## config.mk

```make
export PLATFORM = sky130hd
export DESIGN_NAME = tmcw_ctrl
export DESIGN_NICKNAME = d
export VERILOG_FILES = /design/src/rtl/core/tmcw_pkg.sv /design/src/rtl/core/tmcw_ctrl.sv
export SDC_FILE = /design/constraint.sdc
export NUM_CORES = 1
export LEC_CHECK = 0
export BUFFER_PORTS_ARGS = -buffer_cell sky130_fd_sc_hd__buf_2
export CAP_MARGIN = 15
export CELL_PAD_IN_SITES_DETAIL_PLACEMENT = 0
export CELL_PAD_IN_SITES_GLOBAL_PLACEMENT = 1
export CORE_UTILIZATION = 40
export CTS_CLUSTER_DIAMETER = 100
export DETAILED_ROUTE_END_ITERATION = 10
export GPL_ROUTABILITY_DRIVEN = 0
export PLACE_DENSITY = 0.78
export SLEW_MARGIN = 20
export SYNTH_ARGS = -nofsm -noshare
export SYNTH_HDL_FRONTEND = slang
export SYNTH_SLANG_ARGS = --single-unit
```

## constraint.sdc

```tcl
create_clock -name i_clk -period 3 [get_ports i_clk]
set_input_delay 0.15 -clock i_clk [delete_from_list [all_inputs] [get_ports i_clk]]
set_output_delay 0.15 -clock i_clk [all_outputs]
set_load 0.05 [all_outputs]
```

## src/rtl/core/tmcw_pkg.sv

```systemverilog
// Shared types, constants and helpers for the text mode console writer.
// Depends on nothing; tmcw_ctrl and the top level in rtl/core use it by scoped names.
package tmcw_pkg;

    // Screen geometry
    localparam int COLUMNS      = 80;
    localparam int ROWS         = 25;
    localparam int CELLS        = ROWS * COLUMNS;
    localparam int SCROLL_CELLS = (ROWS - 1) * COLUMNS;
    localparam int ADDR_W       = $clog2(CELLS);

    // Field widths
    localparam int ROW_W  = 5;
    localparam int COL_W  = 7;
    localparam int CHAR_W = 8;
    localparam int ATTR_W = 8;
    localparam int CELL_W = 16;
    localparam int COLOR_W = 4;

    // Configuration port
    localparam int CFG_IDX_W = 2;
    localparam logic [CFG_IDX_W-1:0] CFG_FOREGROUND = 2'd0;
    localparam logic [CFG_IDX_W-1:0] CFG_BACKGROUND = 2'd1;
    localparam logic [COLOR_W-1:0]   FG_RESET = 4'hF;
    localparam logic [COLOR_W-1:0]   BG_RESET = 4'h0;

    // Character codes
    localparam logic [CHAR_W-1:0] CH_BACKSPACE = 8'h08;
    localparam logic [CHAR_W-1:0] CH_NEWLINE   = 8'h0A;
    localparam logic [CHAR_W-1:0] CH_RETURN    = 8'h0D;
    localparam logic [CHAR_W-1:0] BLANK_CHAR   = 8'h20;

    // Content of every cell after reset: space, white on black
    localparam logic [CELL_W-1:0] RESET_CELL = 16'h0F20;

    typedef enum logic [1:0] {
        MODE_PUT   = 2'd0,
        MODE_CLEAR = 2'd1,
        MODE_READ  = 2'd2,
        MODE_NOP   = 2'd3
    } t_mode;

    typedef enum logic [2:0] {
        ST_INIT,
        ST_IDLE,
        ST_EXEC,
        ST_RDWAIT,
        ST_COPY,
        ST_FILL,
        ST_DONE
    } t_state;

    typedef struct packed {
        t_mode             mode;
        logic [CHAR_W-1:0] char_code;
        logic [ROW_W-1:0]  read_row;
        logic [COL_W-1:0]  read_col;
    } t_item;

    typedef struct packed {
        logic [ROW_W-1:0]  cursor_row;
        logic [COL_W-1:0]  cursor_col;
        logic [CELL_W-1:0] cell_value;
        logic              scrolled;
    } t_result;

    typedef struct packed {
        logic              we;
        logic [ADDR_W-1:0] waddr;
        logic [CELL_W-1:0] wdata;
        logic [ADDR_W-1:0] raddr;
    } t_mem_req;

    // Linear cell address of a row and column
    function automatic logic [ADDR_W-1:0] cell_addr(input logic [ROW_W-1:0] row,
                                                    input logic [COL_W-1:0] col);
        cell_addr = ADDR_W'(row) * ADDR_W'(COLUMNS) + ADDR_W'(col);
    endfunction

endpackage

```

## src/rtl/core/tmcw_ctrl.sv

```systemverilog
// Sequencer of the console writer: cursor, item decode and the cell sweep
// counter that drives copy, fill and clear passes over the cell RAM.
// Depends on tmcw_pkg.
module tmcw_ctrl (
    input  logic                         i_clk,
    input  logic                         i_rst_n,
    input  logic                         i_in_valid,
    output logic                         o_in_ready,
    input  tmcw_pkg::t_item              i_item,
    input  logic [tmcw_pkg::ATTR_W-1:0]  i_attr,
    output tmcw_pkg::t_mem_req           o_mem,
    input  logic [tmcw_pkg::CELL_W-1:0]  i_rd_data,
    output logic                         o_res_valid,
    input  logic                         i_res_ready,
    output tmcw_pkg::t_result            o_res
);

    tmcw_pkg::t_state                 r_state, n_state;
    tmcw_pkg::t_item                  r_item, n_item;
    logic [tmcw_pkg::ROW_W-1:0]       r_row, n_row;
    logic [tmcw_pkg::COL_W-1:0]       r_col, n_col;
    logic [tmcw_pkg::ADDR_W-1:0]      r_addr, n_addr;
    logic [tmcw_pkg::CELL_W-1:0]      r_cell, n_cell;
    logic                             r_scrolled, n_scrolled;
    logic [tmcw_pkg::CELL_W-1:0]      blank;
    logic                             last_row;
    logic                             read_ok;

    assign blank    = {i_attr, tmcw_pkg::BLANK_CHAR};
    assign last_row = (r_row == tmcw_pkg::ROW_W'(tmcw_pkg::ROWS - 1));
    assign read_ok  = (int'(r_item.read_row) < tmcw_pkg::ROWS) &&
                      (int'(r_item.read_col) < tmcw_pkg::COLUMNS);

    // State and datapath registers
    always_ff @(posedge i_clk) begin
        if (!i_rst_n) begin
            r_state    <= tmcw_pkg::ST_INIT;
            r_row      <= '0;
            r_col      <= '0;
            r_addr     <= '0;
            r_cell     <= '0;
            r_scrolled <= 1'b0;
        end else begin
            r_state    <= n_state;
            r_row      <= n_row;
            r_col      <= n_col;
            r_addr     <= n_addr;
            r_cell     <= n_cell;
            r_scrolled <= n_scrolled;
        end
        r_item <= n_item;
    end

    // Next state, cursor update and RAM requests
    always_comb begin
        n_state    = r_state;
        n_item     = r_item;
        n_row      = r_row;
        n_col      = r_col;
        n_addr     = r_addr;
        n_cell     = r_cell;
        n_scrolled = r_scrolled;
        o_in_ready  = 1'b0;
        o_res_valid = 1'b0;
        o_mem.we    = 1'b0;
        o_mem.waddr = r_addr;
        o_mem.wdata = blank;
        o_mem.raddr = r_addr;

        case (r_state)
            tmcw_pkg::ST_INIT: begin
                // Sweep the reset pattern into every cell
                o_mem.we    = 1'b1;
                o_mem.wdata = tmcw_pkg::RESET_CELL;
                if (r_addr == tmcw_pkg::ADDR_W'(tmcw_pkg::CELLS - 1)) begin
                    n_addr  = '0;
                    n_state = tmcw_pkg::ST_IDLE;
                end else begin
                    n_addr = r_addr + tmcw_pkg::ADDR_W'(1);
                end
            end

            tmcw_pkg::ST_IDLE: begin
                o_in_ready = 1'b1;
                if (i_in_valid) begin
                    n_item  = i_item;
                    n_state = tmcw_pkg::ST_EXEC;
                end
            end

            tmcw_pkg::ST_EXEC: begin
                n_cell     = '0;
                n_scrolled = 1'b0;
                n_addr     = '0;
                n_state    = tmcw_pkg::ST_DONE;
                case (r_item.mode)
                    tmcw_pkg::MODE_PUT: begin
                        case (r_item.char_code)
                            tmcw_pkg::CH_NEWLINE: begin
                                n_col = '0;
                                if (last_row) begin
                                    n_scrolled = 1'b1;
                                    n_state    = tmcw_pkg::ST_COPY;
                                end else begin
                                    n_row = r_row + tmcw_pkg::ROW_W'(1);
                                end
                            end
                            tmcw_pkg::CH_RETURN: begin
                                n_col = '0;
                            end
                            tmcw_pkg::CH_BACKSPACE: begin
                                // Step left and blank, unless at the left edge
                                if (r_col != '0) begin
                                    n_col       = r_col - tmcw_pkg::COL_W'(1);
                                    o_mem.we    = 1'b1;
                                    o_mem.waddr = tmcw_pkg::cell_addr(r_row,
                                                      r_col - tmcw_pkg::COL_W'(1));
                                    o_mem.wdata = blank;
                                end
                            end
                            default: begin
                                // Store the character and advance, wrapping at the edge
                                o_mem.we    = 1'b1;
                                o_mem.waddr = tmcw_pkg::cell_addr(r_row, r_col);
                                o_mem.wdata = {i_attr, r_item.char_code};
                                if (r_col == tmcw_pkg::COL_W'(tmcw_pkg::COLUMNS - 1)) begin
                                    n_col = '0;
                                    if (last_row) begin
                                        n_scrolled = 1'b1;
                                        n_state    = tmcw_pkg::ST_COPY;
                                    end else begin
                                        n_row = r_row + tmcw_pkg::ROW_W'(1);
                                    end
                                end else begin
                                    n_col = r_col + tmcw_pkg::COL_W'(1);
                                end
                            end
                        endcase
                    end
                    tmcw_pkg::MODE_CLEAR: begin
                        n_row   = '0;
                        n_col   = '0;
                        n_state = tmcw_pkg::ST_FILL;
                    end
                    tmcw_pkg::MODE_READ: begin
                        if (read_ok) begin
                            o_mem.raddr = tmcw_pkg::cell_addr(r_item.read_row,
                                                              r_item.read_col);
                            n_state     = tmcw_pkg::ST_RDWAIT;
                        end
                    end
                    default: begin
                        n_state = tmcw_pkg::ST_DONE;
                    end
                endcase
            end

            tmcw_pkg::ST_RDWAIT: begin
                n_cell  = i_rd_data;
                n_state = tmcw_pkg::ST_DONE;
            end

            tmcw_pkg::ST_COPY: begin
                // Read the cell one row below, write the previous read one step back
                if (r_addr != tmcw_pkg::ADDR_W'(tmcw_pkg::SCROLL_CELLS)) begin
                    o_mem.raddr = r_addr + tmcw_pkg::ADDR_W'(tmcw_pkg::COLUMNS);
                end
                o_mem.we    = (r_addr != '0);
                o_mem.waddr = r_addr - tmcw_pkg::ADDR_W'(1);
                o_mem.wdata = i_rd_data;
                if (r_addr == tmcw_pkg::ADDR_W'(tmcw_pkg::SCROLL_CELLS)) begin
                    n_state = tmcw_pkg::ST_FILL;
                end else begin
                    n_addr = r_addr + tmcw_pkg::ADDR_W'(1);
                end
            end

            tmcw_pkg::ST_FILL: begin
                // Blank cells up to the end of the screen
                o_mem.we    = 1'b1;
                o_mem.wdata = blank;
                if (r_addr == tmcw_pkg::ADDR_W'(tmcw_pkg::CELLS - 1)) begin
                    n_addr  = '0;
                    n_state = tmcw_pkg::ST_DONE;
                end else begin
                    n_addr = r_addr + tmcw_pkg::ADDR_W'(1);
                end
            end

            tmcw_pkg::ST_DONE: begin
                o_res_valid = 1'b1;
                if (i_res_ready) begin
                    n_state = tmcw_pkg::ST_IDLE;
                end
            end

            default: begin
                n_state = tmcw_pkg::ST_IDLE;
            end
        endcase
    end

    assign o_res.cursor_row = r_row;
    assign o_res.cursor_col = r_col;
    assign o_res.cell_value = r_cell;
    assign o_res.scrolled   = r_scrolled;

endmodule

```

==> impl_metrics.env <==
export IMPL_status="finished with violations"
export IMPL_failed_checks="negative setup slack"
export IMPL_layout_cells_most_common="buf_2"
export IMPL_tns_ns=-0.527
export IMPL_yosys_warnings=0
export IMPL_crit_path_end_kind="primary output"
export IMPL_syn_nets=708
export IMPL_crit_family="simple AND/OR/NAND/NOR gates"
export IMPL_clk_pin_slew_ns=0.05
export IMPL_area_delta_synth_final_pct=32.6
export IMPL_r2r_cells=9
export IMPL_syn_area_sq_um=5020
export IMPL_worstReg2RegStart="r_col[1]"
export IMPL_grt_pass1_vias=5123
export IMPL_core_area_sq_um=12100
export IMPL_worst_pin_slew_ns=1.05
export IMPL_htree_levels=3
export IMPL_route_detailed_drc=0
export IMPL_critPathArrivalTime_ns=3.00
export IMPL_crit_path_start="r_col[1]"
export IMPL_fin_nets=856
export IMPL_multiInputGateArea_sq_um=3400
export IMPL_cp_endpoint="o_mem[34]"
export IMPL_slew_headroom_pct=29.9
export IMPL_drt_iter0_markers=416
export IMPL_whs_path_depth=1
export IMPL_rsz0062_at_grt="true"
export IMPL_setup_violations=5
export IMPL_clock_latency_ns=0.34
export IMPL_die_h_um=114
export IMPL_powerDensity_nw_per_um2=482
export IMPL_num_io_pins=120
export IMPL_slew_violations=0
export IMPL_clock_skew_ns=0.00663
export IMPL_holdWs_ns=0.0199
export IMPL_crit_fanout=5
export IMPL_fp_row_count=40
export IMPL_path_buf_inv=1
export IMPL_ir_drop_mv=0.441
export IMPL_netlist_instances=623
export IMPL_rrSetupSlack_ns=0.33
export IMPL_synth_edff_count=22
export IMPL_post_drt_wl_per_cell_um=17.0
export IMPL_seq_area_frac_synth_pct=30.3
export IMPL_period_needed_ns=3.15
export IMPL_grt_overflow=0
export IMPL_drv_cap=0
export IMPL_final_core_util_pct=54.9
export IMPL_regArea_sq_um=1530
export IMPL_final_cell_mix="buf_2, nand2_1, nor2_1, a21oi_1, o21ai_0"
export IMPL_synth_area_leaders="dfxtp_1, edfxtp_1, ha_1"
export IMPL_cpMaxStageDelayCell="or3_4"
export IMPL_finalWorstSetupSlack_ns=-0.146
export IMPL_worstSetupPathType="flop to primary output"
export IMPL_io_buffers=119
export IMPL_required_ns=2.85
export IMPL_hold_class="primary input to flop"
export IMPL_cp_depth=11
export IMPL_p_leak_nw=2.73
export IMPL_totalWireLength_mm=16.0
export IMPL_hold_viol=0
export IMPL_dieArea_sq_um=13000
export IMPL_clockRootBuffer="clkbuf_16"
export IMPL_max_freq_mhz=318
export IMPL_viasPerCell=5.64
export IMPL_grt_pass1_wl_mm=25.5
export IMPL_r2r_end="r_state[1]"
export IMPL_layout_drive_gt1_share_pct=29.0
export IMPL_grtUsageTotal_pct=25.1
export IMPL_dpl_hpwl_mm=11.9
export IMPL_synth_top_area_cell="dfxtp_1"
export IMPL_fill_cells=1169
export IMPL_avgSynthCellArea_sq_um=8.05
export IMPL_vias=5328
export IMPL_place_ws_ns=0.0152
export IMPL_cts_sinks=65
export IMPL_grt_max_degree=30
export IMPL_ys_types=70
export IMPL_crit_chain="or3_4 -> or3_4 -> xnor2_4 -> ha_1 -> a21o_1 -> a21oi_2 -> xor2_1 -> o221ai_1 -> o211ai_1 -> o211ai_1 -> buf_4"
export IMPL_die_x_um=114
export IMPL_cts_tree="done"
export IMPL_drt_antenna_violating_nets=0
export IMPL_ys_flop_type="dfxtp_1"
export IMPL_async_flop_share_pct=0
export IMPL_cts_buffers=9
export IMPL_cp_start_kind="flop"
export IMPL_finalPower_mw=3.20
export IMPL_max_stage_delay_ns=0.38
export IMPL_synth_seq_cells=65
export IMPL_synth_top_area_share_pct=17.2
export IMPL_period_share_pct=105
export IMPL_clock_path_buffers=2
export IMPL_antenna_found_initial=0
export IMPL_initial_core_util_pct=41.4
export IMPL_drt_pass1_iter_count=6
export IMPL_diodes=0
-- metrics by stage --
stage | instance area [sq um] | instances
after CTS | 6550 | 938
final | 6650 | 944
after global routing | 6650 | 944
after floorplan | 5080 | 623
after detailed placement | 5940 | 900
after global placement | 5940 | 900
-- area by class of cell --
| class | instances | share of cell area [%] |
|---|---|---|
| sequential | 65 | 23.0 |
| multi-input combinational | 498 | 51.1 |
| tap | 168 | 3.16 |
| inverter | 17 | 0.959 |
| clock inverter | 4 | 1.02 |
| timing repair buffer | 180 | 17.2 |
| clock buffer | 12 | 3.56 |
-- where the power goes --
group / leakage [nW] / internal (mW) / switching [mW]
Sequential: 0.549 / 0.961 / 0.0514
Clock: 0.146 / 0.722 / 0.374
Combinational: 2.04 / 0.348 / 0.748
-- cells by family after synthesis --
family | after synthesis | synth area share [%]
compound gates | 190 | 24.5
xor+xnor | 33 | 5.76
fa+ha+maj | 36 | 9.68
buf+inv | 60 | 5.29
flops | 65 | 30.3
mux | 4 | 0.873
simple gates | 235 | 23.6
-- worst reg2reg max path: cells and delay by family (launching register included) --
| family | cells | cell delay (ns) |
|---|---|---|
| AO/OA/AOI/OAI | 4 | 1.33 |
| AND/OR/NAND/NOR | 2 | 0.45 |
| buffers and inverters | 2 | 0.22 |
| flip-flops | 1 | 0.37 |
| adder cells (fa/ha/maj) | 1 | 0.19 |
-- Yosys cell counts, types with 10 or more instances --
cell / number
dfxtp_1: 43
nand2_1: 76
inv_1: 16
a21oi_1: 55
clkbuf_1: 25
nand3_1: 30
o21ai_0: 46
edfxtp_1: 22
a22oi_1: 10
nor2_1: 57
xor2_1: 14
ha_1: 30
buf_2: 10
xnor2_1: 19
-- registers in the layout, summed over array words and instances, names as in the netlist --
register    cells
r_addr         11
r_row           5
r_cell         16
r_col           7
r_scrolled      1
r_item         22
r_state         3
-- how the worst min path moves through the flow --
stage          slack (ns)        from    endpoint
2_1_floorplan        0.25   i_item[0]   r_item[0]
3_3_place_gp         0.33   i_item[5]   r_item[5]
3_5_place_dp         0.33   i_item[7]   r_item[7]
4_1_cts              0.01  i_item[20]  r_item[20]
5_1_grt             0.003  i_item[20]  r_item[20]
6_report             0.02  i_item[20]  r_item[20]
-- layer usage --
layer	up-vias	GRT usage, %	share of wire (%)
met5	-	0	0
met4	0	8.83	2.6
met2	178	43.1	50
met1	2541	31.2	43
met3	37	5.26	4.7
li1	2572	-	-
-- repair_timing --
| item | CTS | global route |
|---|---|---|
| setup buffers | 1 | 6 |
| resized for setup | 26 | 14 |
| endpoints found under the hold margin | 21 | 0 |
| pin swaps | 7 | 8 |
| hold buffers | 21 | 0 |
| endpoints found under the setup margin | 7 | 19 |
(Power assumes the default switching activity.)
